### src/design/cle_pkg.sv
// ----------------------------------------------------------------------------
// cle_pkg
// Shared opcodes, cell commands and control structs for the cursor list engine.
// ----------------------------------------------------------------------------
package cle_pkg;

  // Fixed field widths of the item and result ports
  localparam int OPC_W      = 4;
  localparam int VAL_IN_W   = 32;
  localparam int POS_IN_W   = 10;
  localparam int CNT_OUT_W  = 11;

  // Widest cell index any legal capacity needs
  localparam int IDX_MAX_W  = 16;

  localparam logic [OPC_W-1:0] OP_QUERY      = 4'd0;
  localparam logic [OPC_W-1:0] OP_FIRST      = 4'd1;
  localparam logic [OPC_W-1:0] OP_LAST       = 4'd2;
  localparam logic [OPC_W-1:0] OP_SET_POS    = 4'd3;
  localparam logic [OPC_W-1:0] OP_PREV       = 4'd4;
  localparam logic [OPC_W-1:0] OP_NEXT       = 4'd5;
  localparam logic [OPC_W-1:0] OP_INS_BEFORE = 4'd6;
  localparam logic [OPC_W-1:0] OP_INS_AFTER  = 4'd7;
  localparam logic [OPC_W-1:0] OP_REMOVE     = 4'd8;
  localparam logic [OPC_W-1:0] OP_REPLACE    = 4'd9;

  // Command broadcast to every cell of the row
  typedef enum logic [1:0] {
    CMD_HOLD,
    CMD_INS,   // cells above idx take left neighbor, cell idx takes new data
    CMD_REM,   // cells at or above idx take right neighbor
    CMD_WR     // cell idx takes new data
  } cle_cmd_e;

  typedef struct packed {
    cle_cmd_e               cmd;
    logic [IDX_MAX_W-1:0]   idx;
  } cle_cell_ctl_t;

  // Strobes for the two cursor readout stages
  typedef struct packed {
    logic                   grp_en;
    logic                   out_en;
    logic                   empty;
    logic [IDX_MAX_W-1:0]   idx;
  } cle_rd_ctl_t;

endpackage

### src/design/cle_ctrl.sv
// ----------------------------------------------------------------------------
// cle_ctrl
// Cursor and count bookkeeping, cell command decode and result handshake.
// ----------------------------------------------------------------------------
module cle_ctrl #(
  parameter int CAPACITY = 1024
) (
  input  logic                                  clk_i,
  input  logic                                  rst_ni,
  input  logic                                  in_valid_i,
  output logic                                  in_stall_o,
  input  logic [cle_pkg::OPC_W-1:0]             opcode_i,
  input  logic [cle_pkg::POS_IN_W-1:0]          position_i,
  output logic                                  out_valid_o,
  input  logic                                  out_stall_i,
  output logic signed [cle_pkg::CNT_OUT_W-1:0]  cursor_position_o,
  output logic [cle_pkg::CNT_OUT_W-1:0]         item_count_o,
  output logic                                  is_empty_o,
  output logic                                  is_full_o,
  output cle_pkg::cle_cell_ctl_t                cell_ctl_o,
  output cle_pkg::cle_rd_ctl_t                  rd_ctl_o
);
  import cle_pkg::*;

  localparam int IW   = $clog2(CAPACITY);
  localparam int CW   = $clog2(CAPACITY + 1);
  localparam int CMPW = CW > POS_IN_W ? CW : POS_IN_W;

  localparam logic [1:0] ST_IDLE = 2'd0;
  localparam logic [1:0] ST_RD1  = 2'd1;
  localparam logic [1:0] ST_RD2  = 2'd2;

  logic [1:0]     state_q, state_d;
  logic [CW-1:0]  count_q, count_d;
  logic [IW-1:0]  cursor_q, cursor_d;

  logic           accept, empty, full, pos_ok, at_last, can_next, out_free;
  logic [CW-1:0]  cnt_m1;
  logic [IW-1:0]  last_idx, cur_inc, cur_dec;
  logic [31:0]    cur32, cnt32;

  logic                        out_valid_q;
  logic signed [CNT_OUT_W-1:0] pos_q;
  logic [CNT_OUT_W-1:0]        cnt_q;
  logic                        empty_q, full_q;

  assign accept   = in_valid_i && (state_q == ST_IDLE);
  assign empty    = (count_q == '0);
  assign full     = (count_q == CW'(CAPACITY));
  assign cnt_m1   = count_q - CW'(1);
  assign last_idx = cnt_m1[IW-1:0];
  assign cur_inc  = cursor_q + IW'(1);
  assign cur_dec  = cursor_q - IW'(1);
  assign pos_ok   = CMPW'(position_i) < CMPW'(count_q);
  assign at_last  = (CW'(cursor_q) == cnt_m1);
  assign can_next = (CW'(cursor_q) + CW'(1)) < count_q;
  assign out_free = !out_valid_q || !out_stall_i;

  always_comb begin
    state_d        = state_q;
    count_d        = count_q;
    cursor_d       = cursor_q;
    cell_ctl_o.cmd = CMD_HOLD;
    cell_ctl_o.idx = '0;
    case (state_q)
      ST_IDLE: begin
        if (accept) begin
          state_d = ST_RD1;
          case (opcode_i)
            OP_FIRST: begin
              if (!empty) cursor_d = '0;
            end
            OP_LAST: begin
              if (!empty) cursor_d = last_idx;
            end
            OP_SET_POS: begin
              if (!empty && pos_ok) cursor_d = IW'(position_i);
            end
            OP_PREV: begin
              if (!empty && cursor_q != '0) cursor_d = cur_dec;
            end
            OP_NEXT: begin
              if (!empty && can_next) cursor_d = cur_inc;
            end
            OP_INS_BEFORE: begin
              if (!full) begin
                cell_ctl_o.cmd = CMD_INS;
                cell_ctl_o.idx = empty ? '0 : IDX_MAX_W'(cursor_q);
                count_d        = count_q + CW'(1);
                cursor_d       = empty ? '0 : cursor_q;
              end
            end
            OP_INS_AFTER: begin
              if (!full) begin
                cell_ctl_o.cmd = CMD_INS;
                cell_ctl_o.idx = empty ? '0 : IDX_MAX_W'(cur_inc);
                count_d        = count_q + CW'(1);
                cursor_d       = empty ? '0 : cur_inc;
              end
            end
            OP_REMOVE: begin
              if (!empty) begin
                cell_ctl_o.cmd = CMD_REM;
                cell_ctl_o.idx = IDX_MAX_W'(cursor_q);
                count_d        = cnt_m1;
                // tail removed: step back onto the new last entry
                if (at_last && cursor_q != '0) cursor_d = cur_dec;
              end
            end
            OP_REPLACE: begin
              if (!empty) begin
                cell_ctl_o.cmd = CMD_WR;
                cell_ctl_o.idx = IDX_MAX_W'(cursor_q);
              end
            end
            default: state_d = ST_RD1;
          endcase
        end
      end
      ST_RD1:  state_d = ST_RD2;
      ST_RD2: begin
        if (out_free) state_d = ST_IDLE;
      end
      default: state_d = ST_IDLE;
    endcase
  end

  always_ff @(posedge clk_i or negedge rst_ni) begin
    if (!rst_ni) begin
      state_q     <= ST_IDLE;
      count_q     <= '0;
      cursor_q    <= '0;
      out_valid_q <= 1'b0;
    end else begin
      state_q  <= state_d;
      count_q  <= count_d;
      cursor_q <= cursor_d;
      if (rd_ctl_o.out_en) begin
        out_valid_q <= 1'b1;
      end else if (!out_stall_i) begin
        out_valid_q <= 1'b0;
      end
    end
  end

  assign rd_ctl_o.grp_en = (state_q == ST_RD1);
  assign rd_ctl_o.out_en = (state_q == ST_RD2) && out_free;
  assign rd_ctl_o.empty  = empty;
  assign rd_ctl_o.idx    = IDX_MAX_W'(cursor_q);

  assign cur32 = 32'(cursor_q);
  assign cnt32 = 32'(count_q);

  always_ff @(posedge clk_i) begin
    if (rd_ctl_o.out_en) begin
      pos_q   <= empty ? '1 : signed'(cur32[CNT_OUT_W-1:0]);
      cnt_q   <= cnt32[CNT_OUT_W-1:0];
      empty_q <= empty;
      full_q  <= full;
    end
  end

  assign in_stall_o        = (state_q != ST_IDLE);
  assign out_valid_o       = out_valid_q;
  assign cursor_position_o = pos_q;
  assign item_count_o      = cnt_q;
  assign is_empty_o        = empty_q;
  assign is_full_o         = full_q;

  // Cursor always lands on a held entry
  a_cursor_in_range: assert property (@(posedge clk_i) disable iff (!rst_ni)
    count_q != '0 |-> CW'(cursor_q) < count_q)
    else $error("cursor beyond last entry");

  a_cursor_zero_when_empty: assert property (@(posedge clk_i) disable iff (!rst_ni)
    count_q == '0 |-> cursor_q == '0)
    else $error("cursor not zero on empty list");

  a_count_bounded: assert property (@(posedge clk_i) disable iff (!rst_ni)
    count_q <= CW'(CAPACITY))
    else $error("count above capacity");

  a_count_frozen_busy: assert property (@(posedge clk_i) disable iff (!rst_ni)
    state_q != ST_IDLE |=> $stable(count_q) && $stable(cursor_q))
    else $error("list state moved during readout");

  a_one_result_per_transfer: assert property (@(posedge clk_i) disable iff (!rst_ni)
    accept |=> !rd_ctl_o.out_en ##1 rd_ctl_o.grp_en == 1'b0)
    else $error("readout sequence out of order");

endmodule

### config.mk
export PLATFORM = sky130hd
export DESIGN_NAME = cle_ctrl
export DESIGN_NICKNAME = d
export VERILOG_FILES = /design/src/design/cle_pkg.sv /design/src/design/cle_ctrl.sv
export SDC_FILE = /design/constraint.sdc
export NUM_CORES = 1
export LEC_CHECK = 0
export ABC_AREA = 1
export BUFFER_PORTS_ARGS = -buffer_cell sky130_fd_sc_hd__buf_4
export CORE_UTILIZATION = 52
export CTS_BUF_LIST = sky130_fd_sc_hd__clkbuf_4
export CTS_CLUSTER_DIAMETER = 80
export CTS_CLUSTER_SIZE = 25
export DETAILED_ROUTE_END_ITERATION = 6
export GPL_ROUTABILITY_DRIVEN = 0
export PLACE_DENSITY = 0.85
export SYNTH_ARGS = -nofsm -noshare
export SYNTH_HDL_FRONTEND = slang
export SYNTH_SLANG_ARGS = --single-unit
### constraint.sdc
create_clock -name clk_i -period 2.4 [get_ports clk_i]
set_clock_uncertainty 0.15 [all_clocks]
set_input_delay 0.24 -clock clk_i [delete_from_list [all_inputs] [get_ports clk_i]]
set_output_delay 0.24 -clock clk_i [all_outputs]
set_load 0.05 [all_outputs]
==> flow_results.org, run 1 <==
** Synthesis
- YS warnings :: 0
- The synthesized design contains 23 enable-type register cells.
- Gate count of the mapped netlist :: 587
- Synthesized flop and latch total :: 47
- For this run, asynchronously set or reset flops after synthesis account for 51.06%.
- Portion of the post-synthesis area used by sequential elements :: 31.06%
- Primary flip-flop cell chosen by synthesis mapping :: sky130_fd_sc_hd__dfrtp_1
- Average instance area after synthesis :: 7.083 um^2
- Post-synthesis cell type count :: 45
- Post-Syn Area :: 4158 um^2

** Placed design
- Buffers added on ports :: 68
- Summing all placed instances gives a cell area of 5305 um^2.
- DP HPWL :: 10.93 mm
- Placed insts :: 806

** Floorplan
- Pin placement for this block handled 81 I/O pins.
- In this run the core area contains 32 standard-cell rows.
- Effective utilization at floorplan :: 53.81%
- The die is 91.42 um tall.
- Measured along the x axis, the die boundary spans 91.42 um.

** Global route
- Entering global routing, the biggest net connects 25 pins.
- GRT overflow :: 10
- For this run, the total global-route usage over all layers was measured as 64.01%.

** Clocking
- CTS placed an instance of sky130_fd_sc_hd__clkbuf_4 at the clock tree root.
- No sink is reached through more buffers than the 2 on the longest clock path.
- Cts bufs inserted :: 5
- # clock sinks :: 47
- CTS HTree Levels :: 2

** Timing
- After the last repair the worst path ends at a sequential cell input.
- Endpoint pin with the least setup slack after global-route repair :: cursor_q[7]$_DFFE_PN0P_/D

** Status
- The tool reported: "[ERROR GRT-0232] Routing congestion too high. Check the congestion heatmap in the GUI".
- Progress stopped at global routing.
- Result of the run :: did not finish
through the flow:
step / setup TNS, ns / setup WS (ns) / util (%) / hold slack, ns
CTS: -3.484 / -0.2615 / 75.45 / 0.07273
global placement: -1.720 / -0.1831 / 68.65 / 0.02018
detailed placement: -3.068 / -0.3227 / 68.65 / 0.02780
floorplan: -3.028 / -0.2859 / - / -0.2056
cells by family after synthesis:
family / Yosys count / synth area share [%]
adders and majority gates: 26 / 7.824
xor gates and xnor gates: 15 / 3.160
AOI/OAI and AO/OA: 80 / 11.35
DFF: 47 / 31.06
other: 1 / 0.09019
and+or+nand+nor: 329 / 36.08
buffers and inverters: 89 / 10.44
what timing repair did:
item | 4_1_cts
setup buffers | 26
cloned | 1
setup endpoints to repair | 21
hold buffers | 2
hold endpoints to repair | 25
pin swaps | 25
resized for setup | 67
cells in the mapped netlist (2+ instances only):
cell type | number | share of area, %
sky130_fd_sc_hd__nor2_2 | 5 | 0.75
sky130_fd_sc_hd__o211ai_1 | 2 | 0.36
sky130_fd_sc_hd__nand2_2 | 5 | 0.75
sky130_fd_sc_hd__nor2_1 | 59 | 5.3
sky130_fd_sc_hd__inv_1 | 53 | 4.8
sky130_fd_sc_hd__o22ai_1 | 5 | 0.75
sky130_fd_sc_hd__edfxtp_1 | 23 | 17
sky130_fd_sc_hd__a31oi_1 | 3 | 0.45
sky130_fd_sc_hd__buf_4 | 15 | 2.7
sky130_fd_sc_hd__xor2_1 | 14 | 2.9
sky130_fd_sc_hd__inv_2 | 3 | 0.27
sky130_fd_sc_hd__nor3_2 | 2 | 0.48
sky130_fd_sc_hd__clkinv_1 | 2 | 0.18
sky130_fd_sc_hd__nand2_1 | 177 | 16
sky130_fd_sc_hd__nand4_1 | 9 | 1.4
sky130_fd_sc_hd__nand3_2 | 12 | 2.9
sky130_fd_sc_hd__or2_2 | 2 | 0.30
sky130_fd_sc_hd__o21ai_0 | 35 | 4.2
sky130_fd_sc_hd__a21oi_1 | 22 | 2.6
sky130_fd_sc_hd__clkbuf_1 | 7 | 0.63
sky130_fd_sc_hd__a22oi_1 | 2 | 0.36
sky130_fd_sc_hd__ha_1 | 26 | 7.8
sky130_fd_sc_hd__nand3_1 | 46 | 5.5
sky130_fd_sc_hd__nor3_1 | 5 | 0.60
sky130_fd_sc_hd__nor2_4 | 3 | 0.81
sky130_fd_sc_hd__o2111ai_1 | 2 | 0.42
sky130_fd_sc_hd__buf_6 | 5 | 1.4
sky130_fd_sc_hd__buf_2 | 3 | 0.36
sky130_fd_sc_hd__dfrtp_1 | 24 | 14
layer usage:
metal | GRT overflow | track usage [%]
met4 | 2 | 56.08
met3 | 0 | 48.24
met5 | 0 | 5.128
met1 | 0 | 68.37
met2 | 8 | 80.14
==> inputs of run 2 (changes only) <==
Settings changed: CORE_UTILIZATION 52 to 40, CTS_BUF_LIST sky130_fd_sc_hd__clkbuf_4 to not set, CTS_CLUSTER_DIAMETER 80 to not set, CTS_CLUSTER_SIZE 25 to not set, PLACE_DENSITY 0.85 to not set, PLACE_DENSITY_LB_ADDON set to 0.15.
Clock period 2.4 ns to 3.1 ns, I/O delays scaled along.
==> run 2 against run 1 <==
  * The run now ends clean
  * Synthesized area did not move
  * Synthesized cell count did not move
==> flow_results.org, run 2 <==
** Critical path
- On the worst path, the slowest cell contributes a delay of 0.48 ns.
- Critical path buffers and inverters :: 3
- Setup crit end kind :: primary output
- Critical path required time :: 2.64 ns
- Start of the worst register-to-register path :: cursor_q[3]
- Slowest CP cell :: sky130_fd_sc_hd__dfrtp_1
- Reg-to-Reg End :: cursor_q[6]
- Register-to-register setup slack :: 0.22 ns
- Crit Path Max Fanout :: 8
- Number of cells on the worst reg-to-reg path :: 16
- Arrival @ worst endpoint :: 2.49 ns
- The worst setup path is launched from a register.
- Cell repeated most along the worst path :: sky130_fd_sc_hd__nand2_1
- The worst setup path is of the reg -> out kind.
- On the critical path the largest part of the delay comes from simple AND/OR/NAND/NOR gates.
- The critical path goes through inv_1 > ha_1 > nand2_2 > nor2_4 > nand2_4 > nand2_1 > inv_2 > nand2_1 > o21ai_0 > nand2_1 > o21ai_1 > buf_4.

** Drt
- Routed Wire Length :: 12.64 mm
- DR DRC count :: 0
- Mean number of vias per cell :: 5.277
- Final ANT Viol Nets :: 0
- Amount of wire on met3 after detailed routing :: 798 um
- For this block, wires on met1 add up to 5.839 mm.
- Mean routed wirelength per cell :: 15.82 um
- Highest metal layer with signal wires :: met4
- Via count :: 4216
- For this block, the initial DRC count from the detailed router was 299.
- Initial DRT Pass Iterations :: 5
- Met2 routed wirelength :: 5.657 mm

** Synthesis
- After synthesis, flip-flops and latches occupy 31.06% of the total area.
- Averaged over all synthesized cells, the footprint is 7.083 um^2.
- Post-Syn Area :: 4158 um^2
- Of the total synthesized cell area, the portion taken by XOR and XNOR cells is 3.160%.
- Post-synthesis share of cell area spent on full adders, half adders and majority gates :: 7.824%
- Top cell type's share of synthesized area :: 16.61%
- Measured against the total synthesized area, the mux share comes to 0%.
- Counting flops and latches in the post-synthesis netlist gives 47.
- Most common library cells after synthesis :: 177 x sky130_fd_sc_hd__nand2_1, 59 x sky130_fd_sc_hd__nor2_1, 53 x sky130_fd_sc_hd__inv_1
- In the synthesized netlist the dominant register cell turns out to be sky130_fd_sc_hd__dfrtp_1.
- Simple logic cell fraction of the synthesized area :: 36.08%
- Most used standard cell by instance count after synthesis :: sky130_fd_sc_hd__nand2_1
- Of all cell types, the one taking the most synthesized area is sky130_fd_sc_hd__edfxtp_1.
- Number of flops mapped to enable cells by yosys :: 23
- Gate count of the mapped netlist :: 587
- Share of flip-flops with an asynchronous set or reset after synthesis :: 51.06%
- YS warnings :: 0
- Main combinational cell family by area after synthesis :: simple AND/OR/NAND/NOR gates
- The synthesized netlist devotes 11.35% of its cell area to compound gates.
- By area the synthesized netlist is led by sky130_fd_sc_hd__edfxtp_1 17%, sky130_fd_sc_hd__nand2_1 16%, sky130_fd_sc_hd__dfrtp_1 14%.
- The netlist uses 45 different library cells.

** Pwr
- Clock network fraction of total power :: 8.5%
- Power spent charging and discharging nets :: 0.002497 W
- Power share of the combinational group :: 65.5%
- Max VDD drop :: 567.7 uV
- Dividing total power by cell area gives a power density of 898.7 nW/um^2.
- Cell internal power was estimated by the tool at 0.001949 W.
- Register share of total power :: 26.0%
- Net switching is 56.16% of the power.
- Power comes to 0.004446 W.
- Summed over all cells, the static leakage comes to 2.541 nW.

** Placed design
- DP HPWL :: 10.13 mm
- Buffers added on ports :: 68
- Setup Slack @ Placement :: 0.2207 ns

** Cells and area
- At the end of the flow, the number of nets in the layout was 709.
- Of the cells placed in the final design, the portion with a size suffix greater than 1 is 21.17%.
- The repair_antennas step left the layout with diodes totalling 0.
- The top cell types in the final layout, fill and taps aside, are 177 x sky130_fd_sc_hd__nand2_1, 89 x sky130_fd_sc_hd__buf_4, 59 x sky130_fd_sc_hd__nor2_1.
- The library cell used most frequently in the layout, excluding fill and tap cells, is sky130_fd_sc_hd__nand2_1.
- Synth-to-layout area growth :: 18.99%

** Floorplan
- Number of top-level pins :: 81
- After floorplanning, the core was sized to cover 9910 um^2.
- The die covers 10810 um^2.
- Number of placement rows :: 36
- The die is 104.0 um tall.
- In this run the horizontal extent of the chip is 104.0 um.
- Effective utilization at floorplan :: 41.96%

** Global route
- Initial antenna violation count :: 0
- Wire length of the first global-routing pass :: 20.42 mm
- Number of global-route vias before repair :: 4004
- Global router's overall resource usage :: 23.98%
- GRT overflow :: 0
- Entering global routing, the biggest net connects 25 pins.

** Timing
- Relative slew slack :: 55.19%
- Fin. Hold Viols :: 0
- Highest Clock Rate :: 339.5 MHz
- Number of setup violations in the final report :: 0
- Setup repair after global routing left no endpoint under its margin.
- Period Utilization, post-route :: 95.02%
- For the pin with the worst max-slew slack, the measured transition is 0.6721 ns.
- The routed design could run at a clock period as short as 2.946 ns.
- In the post-route analysis, the smallest setup slack over all paths is 0.1544 ns.
- Max Transition Viols Final :: 0

** Min path
- The worst hold path was traced through 3 stages.
- Tightest Hold Check Type :: in -> reg
- In this run the most critical hold path is launched from out_stall_i.
- The path with the worst hold slack has its endpoint at out_valid_o.

** Clocking
- In this run the clock root is driven by a sky130_fd_sc_hd__clkbuf_8.
- The clock net in this run drives a total of 47 sinks.
- The H-tree was split into 2 levels.
- In this run the deepest clock path goes through 2 buffers.
- Cts bufs inserted :: 5
- Once the clock tree was built, the setup fixing pass inserted 0 buffers.
- The later pin in the worst-skew pair is clocked with a latency of 0.32 ns.
- Clock tree from TritonCTS :: yes
- Clock-pin slew was measured on the worst setup and hold paths at 0.09 ns.

** Status
- The flow ran to the end, and the final reports show no timing, DRC or antenna violations.

** Run
- # Max-Cap Violations :: 0
run 2: worst max path at each step:
stage / startpoint / slack [ns] / cells past startpoint / endpoint
floorplan: count_q[1] / -0.05 / 9 / cell_ctl_o[6]
global placement: cursor_q[3] / 0.34 / 16 / cursor_q[9]
detailed placement: cursor_q[3] / 0.22 / 16 / cursor_q[6]
CTS: count_q[1] / 0.03 / 10 / cell_ctl_o[6]
global route: count_q[1] / 0.007 / 12 / cell_ctl_o[0]
finish: count_q[1] / 0.15 / 12 / cell_ctl_o[0]
run 2: worst min-delay path: stages:
cell and delay [ns]:
sky130_fd_sc_hd__buf_4 0.09, sky130_fd_sc_hd__nand2_1 0.06, sky130_fd_sc_hd__nand2_1 0.07
run 2: area by class of cell:
cell class	instances	area (um^2)
Sequential cell	47	1292
Inverter	59	224.0
Clock inverter	3	15.01
Fill cell	1017	4962
Tap cell	133	166.4
Clock buffer	5	68.82
Multi-Input combinational cell	462	2502
Timing Repair Buffer	90	678.2
run 2: power groups by stage:
stage / combinational (W) / clock [W] / sequential, W
final: 0.00291 / 0.000377 / 0.00115
after global routing: 0.00318 / 0.000417 / 0.00119
after CTS: 0.00288 / 0.000387 / 0.00115
after detailed placement: 0.00286 / 0 / 0.00117
after global placement: 0.00283 / 0 / 0.00115
after floorplan: 0.00165 / 0 / 0.00152
run 2: routing by layer:
layer / vias to the layer above / GRT usage (%)
met5: - / 0
met4: 0 / 8.469
met3: 29 / 3.133
met2: 183 / 38.67
met1: 1940 / 32.88
li1: 2064 / -
run 2: stage by stage:
step,TNS (ns),instance area (um^2),hold WS [ns],utilization (%),cells
6_report,0,4947,0.09235,49.92,799
5_1_grt,0,4947,0.1047,49.92,799
4_1_cts,0,4926,0.08642,49.71,799
3_5_place_dp,0,4832,0.09710,48.76,790
3_3_place_gp,0,4832,0.09258,48.76,790
2_1_floorplan,-0.1003,4204,-0.1356,-,598
run 2: cell families (layout without fill, tap and decap cells):
family | after synthesis | in the layout
adder cells (fa/ha/maj) | 26 | 26
AND/OR/NAND/NOR | 329 | 329
AO/OA/AOI/OAI | 80 | 80
buffers and inverters | 89 | 157
other | 1 | 12
flip-flops | 47 | 47
XOR/XNOR | 15 | 15
run 2: repair_timing:
item	CTS	global route
setup endpoints to repair	0	17
resized for setup	0	5
endpoints found under the hold margin	24	0
hold buffers	1	0
Power figures use the tool's default switching activity.
