--- src/design/cle_pkg.sv ---
// ----------------------------------------------------------------------------
// cle_pkg
// Shared opcodes, cell commands and control structs for the cursor list engine.
// ----------------------------------------------------------------------------
package cle_pkg;

  // Fixed field widths of the item and result ports
  localparam int OPC_W      = 4;
  localparam int VAL_IN_W   = 32;
  localparam int POS_IN_W   = 10;
  localparam int CNT_OUT_W  = 11;

  // Widest cell index any legal capacity needs
  localparam int IDX_MAX_W  = 16;

  localparam logic [OPC_W-1:0] OP_QUERY      = 4'd0;
  localparam logic [OPC_W-1:0] OP_FIRST      = 4'd1;
  localparam logic [OPC_W-1:0] OP_LAST       = 4'd2;
  localparam logic [OPC_W-1:0] OP_SET_POS    = 4'd3;
  localparam logic [OPC_W-1:0] OP_PREV       = 4'd4;
  localparam logic [OPC_W-1:0] OP_NEXT       = 4'd5;
  localparam logic [OPC_W-1:0] OP_INS_BEFORE = 4'd6;
  localparam logic [OPC_W-1:0] OP_INS_AFTER  = 4'd7;
  localparam logic [OPC_W-1:0] OP_REMOVE     = 4'd8;
  localparam logic [OPC_W-1:0] OP_REPLACE    = 4'd9;

  // Command broadcast to every cell of the row
  typedef enum logic [1:0] {
    CMD_HOLD,
    CMD_INS,   // cells above idx take left neighbor, cell idx takes new data
    CMD_REM,   // cells at or above idx take right neighbor
    CMD_WR     // cell idx takes new data
  } cle_cmd_e;

  typedef struct packed {
    cle_cmd_e               cmd;
    logic [IDX_MAX_W-1:0]   idx;
  } cle_cell_ctl_t;

  // Strobes for the two cursor readout stages
  typedef struct packed {
    logic                   grp_en;
    logic                   out_en;
    logic                   empty;
    logic [IDX_MAX_W-1:0]   idx;
  } cle_rd_ctl_t;

endpackage

--- src/design/cle_cell.sv ---
// ----------------------------------------------------------------------------
// cle_cell
// One list entry; shifts with its neighbors on insert and remove.
// ----------------------------------------------------------------------------
module cle_cell #(
  parameter int VALUE_WIDTH = 32,
  parameter int INDEX       = 0
) (
  input  logic                     clk_i,
  input  cle_pkg::cle_cell_ctl_t   ctl_i,
  input  logic [VALUE_WIDTH-1:0]   wdata_i,
  input  logic [VALUE_WIDTH-1:0]   left_i,
  input  logic [VALUE_WIDTH-1:0]   right_i,
  output logic [VALUE_WIDTH-1:0]   value_o
);
  import cle_pkg::*;

  localparam logic [IDX_MAX_W-1:0] MY_IDX = IDX_MAX_W'(INDEX);

  logic [VALUE_WIDTH-1:0] val_q, val_d;

  always_comb begin
    val_d = val_q;
    case (ctl_i.cmd)
      CMD_INS: begin
        if (MY_IDX > ctl_i.idx) begin
          val_d = left_i;
        end else if (MY_IDX == ctl_i.idx) begin
          val_d = wdata_i;
        end
      end
      CMD_REM: begin
        if (MY_IDX >= ctl_i.idx) begin
          val_d = right_i;
        end
      end
      CMD_WR: begin
        if (MY_IDX == ctl_i.idx) begin
          val_d = wdata_i;
        end
      end
      default: val_d = val_q;
    endcase
  end

  always_ff @(posedge clk_i) begin
    val_q <= val_d;
  end

  assign value_o = val_q;

endmodule

--- config.mk ---
export PLATFORM = sky130hd
export DESIGN_NAME = cle_cell
export DESIGN_NICKNAME = d
export VERILOG_FILES = /design/src/design/cle_pkg.sv /design/src/design/cle_cell.sv
export SDC_FILE = /design/constraint.sdc
export NUM_CORES = 1
export LEC_CHECK = 0
export BUFFER_PORTS_ARGS = -buffer_cell sky130_fd_sc_hd__buf_2
export CORE_UTILIZATION = 34
export DETAILED_ROUTE_END_ITERATION = 16
export PLACE_DENSITY = 0.73
export SYNTH_ARGS = -nofsm -noshare
export SYNTH_HDL_FRONTEND = slang
export SYNTH_SLANG_ARGS = --single-unit
export TNS_END_PERCENT = 50
--- constraint.sdc ---
create_clock -name clk_i -period 3.35 [get_ports clk_i]
set_input_delay 0.5025 -clock clk_i [delete_from_list [all_inputs] [get_ports clk_i]]
set_output_delay 0.5025 -clock clk_i [all_outputs]
set_load 0.02 [all_outputs]
Yosys cells after proc, flatten, opt, wreduce, memory -nomap -nowiden
Cells that the tools add are included.
- bits in registers: 32
- latch bits: 0
- bits in writable memories: 0
- bits in read-only memories: 0
- bits of input ports: 115
- output and inout port bits: 32
- word-level logic and storage cells: 14
- memories: 0
- add/subtract/negate cells: 0
- multipliers: 0
- divide/modulo/power cells: 0
- order comparisons: 2
- equality and inequality tests: 4
- shift-type cells: 0
- muxes and demuxes: 4
- bitwise gates (word level): 0
- reduce and logical (&&, ||, !) cells: 3
- operators by type and width (cell ; count):
    two-way mux 32 bit ; 3
    case mux 32 bit (3 select lines) ; 1
    >= comparator 1 x 16 -> 1 bit, first input constant ; 1
    greater-than comparator 1 x 16 -> 1 bit, first input constant ; 1
    logical NOT 16 bit ; 1
    equality test 2 bit, second input constant ; 2
    nonzero test 3 bit ; 1
    equality test 2 x 1 -> 1 bit, second input constant ; 1
    != test 2 bit, second input constant ; 1
    AND reduction 2 bit ; 1

Longest topological paths before layout
Gate-level depths: netlist (run 1).
- depth in word-level cells: 4
- depth in mapped cells: 5
- mapped depth without buffers: 4

Least setup slack after synthesis (run 1)
OpenSTA, ideal clock, no wires.
- kind: input-to-reg
- from: input ctl_i[14] (netlist name)
- to: register val_q[0] (netlist: value_o[0]), enable pin
- setup time: 0.428 ns
- data arrival time: 2.784 ns
- data required time: 2.922 ns
- setup slack: 0.138 ns
- cell stages on the path: 4
- path buffers: 1
- cell sequence: nor4_2 -> nand4_4 -> buf_6 -> o21bai_1
- word-level cells in the longest chain between the ends: 3
- ends and longest elaborated chain (element ; RTL line ; text):
    from (decl) ; cle_cell.sv:10 ; input cle_pkg::cle_cell_ctl_t ctl_i,
    >= comparator 1 x 16 -> 1 bit ; cle_cell.sv:33 ; if (MY_IDX >= ctl_i.idx) begin
    != test 2 bit (no source line) ; n/a ;
    AND reduction 2 bit (no source line) ; n/a ;
    to (signal assigned) ; cle_cell.sv:47 ; val_q <= val_d;
    to (decl) ; cle_cell.sv:20 ; logic [VALUE_WIDTH-1:0] val_q, val_d;
No other way between the ends.
A chain may end at the register's enable or synchronous reset.

Worst setup path after layout (run 1)
- from: input ctl_i[14] (netlist name)
- to: register val_q[23] (netlist: value_o[23]), enable pin
Same word-level chain as after synthesis.

==> run_results.csv, run 1 <==
group,metric,value,unit
grt,gr-usage-met3,0.0470,
synthesis,avgSynthCellArea,11.8,µm²
critical_path,worstSetupEndpointType,"flop",
timing,setup_viol,0,
route,route.vias.total,1504,
layout,stdcell_count,327,
critical_path,reg2reg_slack,2.42,ns
clocking,numCtsBuffers,5,
grt,grt_pass1_vias,1334,
pwr,cell_internal_pwr,705,µW
timing,rsz0062_at_grt,"false",
grt,use_met2,0.265,
synthesis,ys_ff_latch,32,
pwr,vdd_drop_max,0.183,mV
grt,grt_pass1_wl,5930,µm
critical_path,worst_setup_path_start_kind,"input port",
hold_path,holdCritStartpoint,"right_i[10]",
hold_path,min_path_type,"in2reg",
route,routedWlPerCell,12.1,µm
layout,area_growth,41.8,%
critical_path,crit_required,3.25,ns
grt,grt_remaining_overflow,0,
placement,dpl.cell_count,319,
floorplanning,die_h,72.8,µm
placement,place_area,0.00234,mm²
timing,fin_crit_sh,0.591,
floorplanning,core_area,0.00479,mm²
floorplanning,rows,25,
clocking,clkLatencyLatePin,0.28,ns
critical_path,r2r_cells,2,
route,ant_nets,0,
layout,mostFrequentLayoutCell,"buf_2",
timing,slew_headroom,0.376,
synthesis,synth_cell_types,12,
grt,grtUsageTotal,0.150,
grt,busiest_layer,"met2",
floorplanning,dieArea,0.00530,mm²
layout,drive_above_1_share,0.496,
layout,n_antenna_cell,0,
clocking,cts_max_level,2,
route,drc_errors,0,
grt,use_met1,0.169,
critical_path,crit_type,"in2reg",
grt,grt_max_degree,35,
pwr,power_frac_comb,0.189,
clocking,clk_path_buf_depth,2,
synthesis,yosysWarnings,0,
clocking,cts_hold_repair.buffers,0,
floorplanning,io_pins,147,
pwr,power.switching,251,µW
layout,nets,374,
route,first_pass_iters,4,
synthesis,syn_nets,260,
layout,fin_area,0.00242,mm²
clocking,post_cts_buffers,0,
pwr,switching_share,0.262,
critical_path,r2r_end,"value_o[3]",
floorplanning,initial_core_util,0.356,
clocking,root_buffer,"clkbuf_8",
timing,hold_violations,0,
critical_path,startpoint,"ctl_i[14]",
pwr,power_density,395,mW/mm²
clocking,clkSlewWorstSetupHoldPaths,0.06,ns
clocking,cts_sinks,32,
floorplanning,die_w,72.8,µm
synthesis,synth_cells,145,
critical_path,r2r_start,"value_o[3]",
pwr,p_seq_frac,0.519,
route,vias_per_cell,4.60,
timing,post-route-min-period,1.98,ns
timing,fmax,505,MHz
synthesis,syn-cell-area,0.00170,mm²
grt,antenna_found_initial,0,
run_status,status,"finished, final reports clean",
pwr,p_clk_frac,0.292,
critical_path,worst-path-max-fanout,32,
timing,drv_slew,0,
route,totalWireLength,3970,µm
pwr,power.leakage,0.00126,µW
layout,layout_common_cells,"114 x buf_2, 32 x mux2i_1, 32 x nand2_1, 32 x edfxtp_1, 29 x o21ai_1",
run,maxCapViolations,0,
synthesis,yosysSeqAreaShare,0.564,
placement,port_buffers,114,
timing,setup_tns,0,ns
route,drt_iter0_markers,40,
clocking,cts_tree,"yes",
placement,gp_congestion,0.677,
timing,fin_worst_skew,0,ns
clocking,postCtsResizedCells,0,
hold_path,hold_depth,3,
placement,hpwl,2850,µm
critical_path,cp.arrival,1.88,ns
timing,tightest_slew,0.934,ns
layout,largest_reg_flops,32,
hold_path,hold_end,"value_o[10]",
## Yosys cell counts, drive strengths merged
cell / instances / share of area
buf: 3 / 0.020
clkbuf: 6 / 0.013
edfxtp: 32 / 0.56
inv: 1 / 0.0022
mux2i: 32 / 0.19
nand2: 32 / 0.070
nand4: 1 / 0.012
nor2: 1 / 0.0022
nor4: 4 / 0.029
o21ai: 32 / 0.094
o21bai: 1 / 0.0044
## routing by layer
layer / part of all wire / up-vias / routed length [µm]
met1: 0.43 / 656 / 1700
met3: 0.074 / 8 / 295
met5: 0 / - / 0
li1: - / 763 / -
met4: 0.016 / 0 / 63
met2: 0.48 / 77 / 1900
## metrics by stage
stage	utilization	worst slack [ns]	hold slack, ns	total power, µW
after floorplan	-	0.138	0.690	596
after global placement	0.488	1.05	0.605	681
after detailed placement	0.488	1.03	0.617	687
after CTS	0.505	1.34	0.491	970
final	0.505	1.37	0.504	955
after global routing	0.505	1.22	0.500	1010
## how the worst max path moves through the flow
stage / to / slack [ns]
floorplan: value_o[0] / 0.14
global placement: value_o[24] / 1.05
detailed placement: value_o[28] / 1.03
CTS: value_o[11] / 1.34
global route: value_o[12] / 1.22
finish: value_o[23] / 1.37
## final cells by class
cell class,instances,area (µm²)
Clock buffer,7,76.3
Tap cell,67,83.8
Multi-Input combinational cell,103,702
Clock inverter,1,3.75
Sequential cell,32,961
Fill cell,465,2370
Inverter,1,3.75
Timing Repair Buffer,116,586
## worst max-delay path, stage by stage
cell	delay [ns]
buf_2	0.11
nor4_2	0.36
nand4_4	0.15
o21bai_4	0.75
## logic make-up after synthesis
kind of cell / after synthesis / synth area share
simple gates: 38 / 0.115
compound gates: 33 / 0.0984
mux: 32 / 0.188
flops: 32 / 0.564
buf+inv: 10 / 0.0352
## power by group through the flow
| stage | Sequential, µW | Clock, µW | Combinational [µW] |
|---|---|---|---|
| after global placement | 503 | 0 | 178 |
| final | 496 | 279 | 181 |
| after CTS | 496 | 291 | 183 |
| after floorplan | 542 | 0 | 54.2 |
| after detailed placement | 504 | 0 | 183 |
| after global routing | 500 | 310 | 199 |
Power figures use the tool's default switching activity.
==> run 2, diff against run 1 <==
--- a/config.mk
+++ b/config.mk
@@ -6,9 +6,9 @@
 export NUM_CORES = 1
 export LEC_CHECK = 0
 export BUFFER_PORTS_ARGS = -buffer_cell sky130_fd_sc_hd__buf_2
-export CORE_UTILIZATION = 34
+export CORE_UTILIZATION = 38
 export DETAILED_ROUTE_END_ITERATION = 16
-export PLACE_DENSITY = 0.73
+export PLACE_DENSITY = 0.77
 export SYNTH_ARGS = -nofsm -noshare
 export SYNTH_HDL_FRONTEND = slang
 export SYNTH_SLANG_ARGS = --single-unit
==> constraint.sdc (replaced) <==
create_clock -name clk_i -period 2 [get_ports clk_i]
set_input_delay 0.3 -clock clk_i [delete_from_list [all_inputs] [get_ports clk_i]]
set_output_delay 0.3 -clock clk_i [all_outputs]
set_load 0.02 [all_outputs]
==> run 2 against run 1 <==
  * Global-route usage is 2.0 points higher
  * Utilization is 7.9 points higher
  * First-iteration DRC count grew 43%
  * Register-to-register slack worse by 1.3 ns
  * Final area rose by 0.21%
  * Final cell count shrank 4.3%
  * Flip-flop and latch count unchanged
==> run_results.csv, run 2 (same netlist as run 1, synthesis figures left out) <==
group,metric,value,unit
run_status,status,"finished, final reports clean",
grt,grtUsageTotal,0.171,
route,route.vias.total,1511,
floorplanning,io_pins,147,
timing,slew_headroom,0.768,
grt,grt_pass1_wl,5710,µm
critical_path,crit_required,2.01,ns
floorplanning,die_w,69.0,µm
layout,register_area,961,µm²
critical_path,worst_setup_path_start_kind,"input port",
route,first_pass_iters,4,
layout,nets,378,
clocking,root_buffer,"clkbuf_8",
route,drt_iter0_markers,57,
layout,area_growth,42.1,%
placement,port_buffers,114,
layout,layout_common_cells,"114 x buf_2, 32 x mux2i_1, 32 x nand2_1, 32 x edfxtp_1, 29 x o21ai_1",
placement,hpwl,3000,µm
route,vias_per_cell,4.83,
clocking,postCtsResizedCells,0,
route,drc_errors,0,
layout,largest_reg_flops,32,
layout,mostFrequentLayoutCell,"buf_2",
timing,fmax,674,MHz
timing,fin_worst_skew,0,ns
critical_path,crit_type,"in2reg",
timing,setup_tns,0,ns
clocking,cts_tree,"yes",
pwr,vdd_drop_max,0.325,mV
timing,hold_violations,0,
placement,gp_congestion,0.760,
timing,fin_crit_sh,0.742,
timing,rsz0062_at_grt,"false",
run,maxCapViolations,0,
route,ant_nets,0,
floorplanning,initial_core_util,0.411,
clocking,clkLatencyLatePin,0.27,ns
clocking,cts_hold_repair.buffers,0,
layout,multi_input_area,702,µm²
floorplanning,die_h,69.0,µm
timing,post-route-min-period,1.48,ns
hold_path,min_path_type,"in2reg",
route,routedWlPerCell,12.6,µm
floorplanning,rows,23,
grt,antenna_found_initial,0,
timing,tightest_slew,0.345,ns
clocking,clkSlewWorstSetupHoldPaths,0.06,ns
pwr,power.leakage,0.00128,µW
clocking,numCtsBuffers,5,
critical_path,worst-path-max-fanout,18,
clocking,cts_sinks,32,
floorplanning,dieArea,0.00476,mm²
timing,drv_slew,0,
critical_path,worstSetupEndpointType,"flop",
clocking,post_cts_buffers,0,
critical_path,slowest_stage,"nor4_2",
clocking,clk_path_buf_depth,2,
floorplanning,core_area,0.00414,mm²
clocking,cts_max_level,2,
timing,setup_viol,0,
layout,n_antenna_cell,0,
grt,grt_remaining_overflow,0,
pwr,power_density,651,mW/mm²
grt,grt_pass1_vias,1343,
layout,fillerInstances,381,
grt,grt_max_degree,37,
critical_path,crit_path_cell_trace,"buf_2 -> nor4_2 -> nand4_4 -> buf_4 -> mux2i_1 -> o21ai_1",
pwr,finalPower,1580,µW
critical_path,cp.arrival,1.50,ns
critical_path,worst_path_largest_cell_delay,0.37,ns
route,totalWireLength,3950,µm
layout,drive_above_1_share,0.506,
## run 2: through the flow
stage / std cells / instance area [µm²] / worst slack [ns] / hold slack, ns / utilization
2_1_floorplan: 145 / 1720 / 0.0262 / 0.487 / -
3_3_place_gp: 306 / 2340 / 0.264 / 0.575 / 0.566
3_5_place_dp: 306 / 2340 / 0.202 / 0.580 / 0.566
4_1_cts: 313 / 2420 / 0.497 / 0.291 / 0.584
5_1_grt: 313 / 2420 / 0.415 / 0.301 / 0.584
6_report: 313 / 2420 / 0.516 / 0.301 / 0.584
## run 2: final timing paths
| path | slack [ns] | end | start | depth (start not counted) |
|---|---|---|---|---|
| worst max-delay path | 0.52 | value_o[30] | ctl_i[14] | 6 |
| worst min-delay path | 0.30 | value_o[10] | right_i[10] | 3 |
| worst max register to register | 1.08 | value_o[22] | value_o[22] | 2 |
| worst min register to register | 0.62 | value_o[24] | value_o[24] | 2 |
## run 2: report_power, final
group	leakage, µW	internal, µW	total (µW)	switching, µW
Combinational	0.000921	136	307	170
Sequential	0.000317	806	831	25.0
Clock	0.0000391	229	440	211
Total	0.00128	1170	1580	406
## run 2: final cells by class
class,count,share of cell area
clock buffer,5,0.0284
clock inverter,2,0.00310
inverter,1,0.00155
multi-input combinational,103,0.290
sequential,32,0.397
tap,50,0.0258
timing repair buffer,120,0.254
## run 2: routing by layer
layer,routed length (µm),vias to the layer above,global-route usage
met3,306,4,0.0477
met2,1980,72,0.320
li1,-,769,-
met1,1620,666,0.175
met4,41,0,0.0689
met5,0,-,0
## run 2: worst max-delay path, delay by kind of cell
family	cells	cell delay [ns]
AOI/OAI and AO/OA	1	0.08
and+or+nand+nor	2	0.54
buffers and inverters	2	0.37
muxes	1	0.20
==> run 3, diff against run 2 <==
==> constraint.sdc (replaced) <==
create_clock -name clk_i -period 1.6 [get_ports clk_i]
set_input_delay 0.24 -clock clk_i [delete_from_list [all_inputs] [get_ports clk_i]]
set_output_delay 0.24 -clock clk_i [all_outputs]
set_load 0.02 [all_outputs]
==> run 3 against run 2 <==
  * Critical path depth did not move
  * Sequential power rose by 25%
  * Final cell count rose by 0.64%
  * Largest cell class unchanged
  * Utilization rose by 2.0 points
  * Die area did not move
  * First-iteration DRC count rose by 14%
==> run_results.csv, run 3 (same netlist as run 1, synthesis figures left out) <==
group,metric,value,unit
timing,fin_crit_sh,0.882,
critical_path,cp.arrival,1.44,ns
critical_path,worstSetupEndpointType,"flop",
timing,fin_ws,0.189,ns
clocking,clk_path_buf_depth,2,
clocking,cts_max_level,2,
clocking,cts_hold_repair.buffers,0,
timing,fin_worst_skew,0,ns
timing,tightest_slew,0.274,ns
floorplanning,die_w,69.0,µm
placement,gp_congestion,0.748,
placement,post-place-ws,-0.0811,ns
pwr,power.leakage,0.00130,µW
timing,fmax,709,MHz
layout,n_antenna_cell,0,
timing,hold_violations,0,
run,maxCapViolations,0,
timing,drv_slew,0,
floorplanning,rows,23,
critical_path,r2r_cells,2,
route,totalWireLength,4220,µm
critical_path,r2r_end,"value_o[6]",
grt,antenna_found_initial,0,
hold_path,holdCritStartpoint,"right_i[3]",
layout,largest_reg_flops,32,
clocking,numCtsBuffers,5,
timing,hold_slack,0.238,ns
placement,hpwl,3340,µm
timing,rsz0062_at_grt,"false",
floorplanning,dieArea,0.00476,mm²
grt,grt_pass1_vias,1406,
pwr,vdd_drop_max,0.465,mV
clocking,cts_tree,"yes",
route,route.vias.total,1527,
critical_path,crit_required,1.63,ns
route,vias_per_cell,4.85,
pwr,finalPower,2020,µW
hold_path,hold_end,"value_o[3]",
timing,setup_viol,0,
timing,slew_headroom,0.816,
clocking,root_buffer,"clkbuf_8",
critical_path,reg2reg_slack,0.63,ns
critical_path,crit_type,"in2reg",
floorplanning,initial_core_util,0.411,
grt,grt_remaining_overflow,0,
layout,nets,379,
floorplanning,die_h,69.0,µm
grt,grt_max_degree,49,
placement,place_area,0.00242,mm²
critical_path,worst_setup_path_start_kind,"input port",
layout,area_growth,47.0,%
clocking,clkLatencyLatePin,0.28,ns
critical_path,r2r_start,"value_o[6]",
route,drc_errors,0,
placement,port_buffers,114,
layout,fillerInstances,359,
layout,fin_area,0.00250,mm²
timing,post-route-min-period,1.41,ns
hold_path,hold_depth,3,
grt,grtUsageTotal,0.184,
floorplanning,io_pins,147,
route,first_pass_iters,4,
clocking,post_cts_buffers,0,
run_status,status,"finished, final reports clean",
route,routedWlPerCell,13.4,µm
layout,layout_common_cells,"114 x buf_2, 32 x mux2i_1, 32 x nand2_1, 32 x edfxtp_1, 29 x o21ai_1",
route,drt_iter0_markers,65,
floorplanning,core_area,0.00414,mm²
hold_path,min_path_type,"in2reg",
pwr,power_density,808,mW/mm²
route,ant_nets,0,
layout,drive_above_1_share,0.506,
clocking,cts_sinks,32,
clocking,postCtsResizedCells,0,
grt,grt_pass1_wl,6200,µm
clocking,clkSlewWorstSetupHoldPaths,0.06,ns
critical_path,worst-path-max-fanout,13,
layout,mostFrequentLayoutCell,"buf_2",
[run 3: layout make-up]
type | count | area, µm² | share of cell area
Clock inverter | 1 | 3.75 | 0.00150
Timing Repair Buffer | 121 | 661 | 0.264
Inverter | 1 | 3.75 | 0.00150
Tap cell | 50 | 62.6 | 0.0250
Sequential cell | 32 | 961 | 0.384
Clock buffer | 7 | 76.3 | 0.0305
Multi-Input combinational cell | 103 | 737 | 0.294
[run 3: worst max-delay path, cell delays in order]
cell     delay [ns]
buf_2          0.11
nor4_4         0.33
nand4_4        0.17
buf_4          0.25
mux2i_1        0.25
o21ai_1        0.09
[run 3: report_power, final]
part           total (µW)  internal (µW)  switching [µW]
clock                 577            302             275
sequential           1040           1010            30.8
combinational         409            183             225
[run 3: worst max-delay path by stage]
| stage | startpoint | to | slack (ns) | depth (start not counted) |
|---|---|---|---|---|
| after floorplan | ctl_i[12] | value_o[0] | -0.28 | 4 |
| after global placement | ctl_i[7] | value_o[28] | -0.02 | 6 |
| after detailed placement | ctl_i[14] | value_o[6] | -0.08 | 6 |
| after CTS | ctl_i[14] | value_o[6] | 0.21 | 6 |
| after global routing | ctl_i[14] | value_o[6] | 0.11 | 6 |
| final | ctl_i[14] | value_o[6] | 0.19 | 6 |
[run 3: stage by stage]
step                      setup TNS [ns]  cells   util
after CTS                              0    315  0.604
after global routing                   0    315  0.604
final                                  0    315  0.604
after global placement            -0.135    307  0.585
after detailed placement          -0.926    307  0.585
after floorplan                    -8.89    145      -
[run 3: metal layers]
layer  wire, µm  vias up  track usage
li1           -      771            -
met4         77        0       0.0893
met1       1660      688        0.202
met2       2240       61        0.333
met3        238        7       0.0395
met5          0        -            0
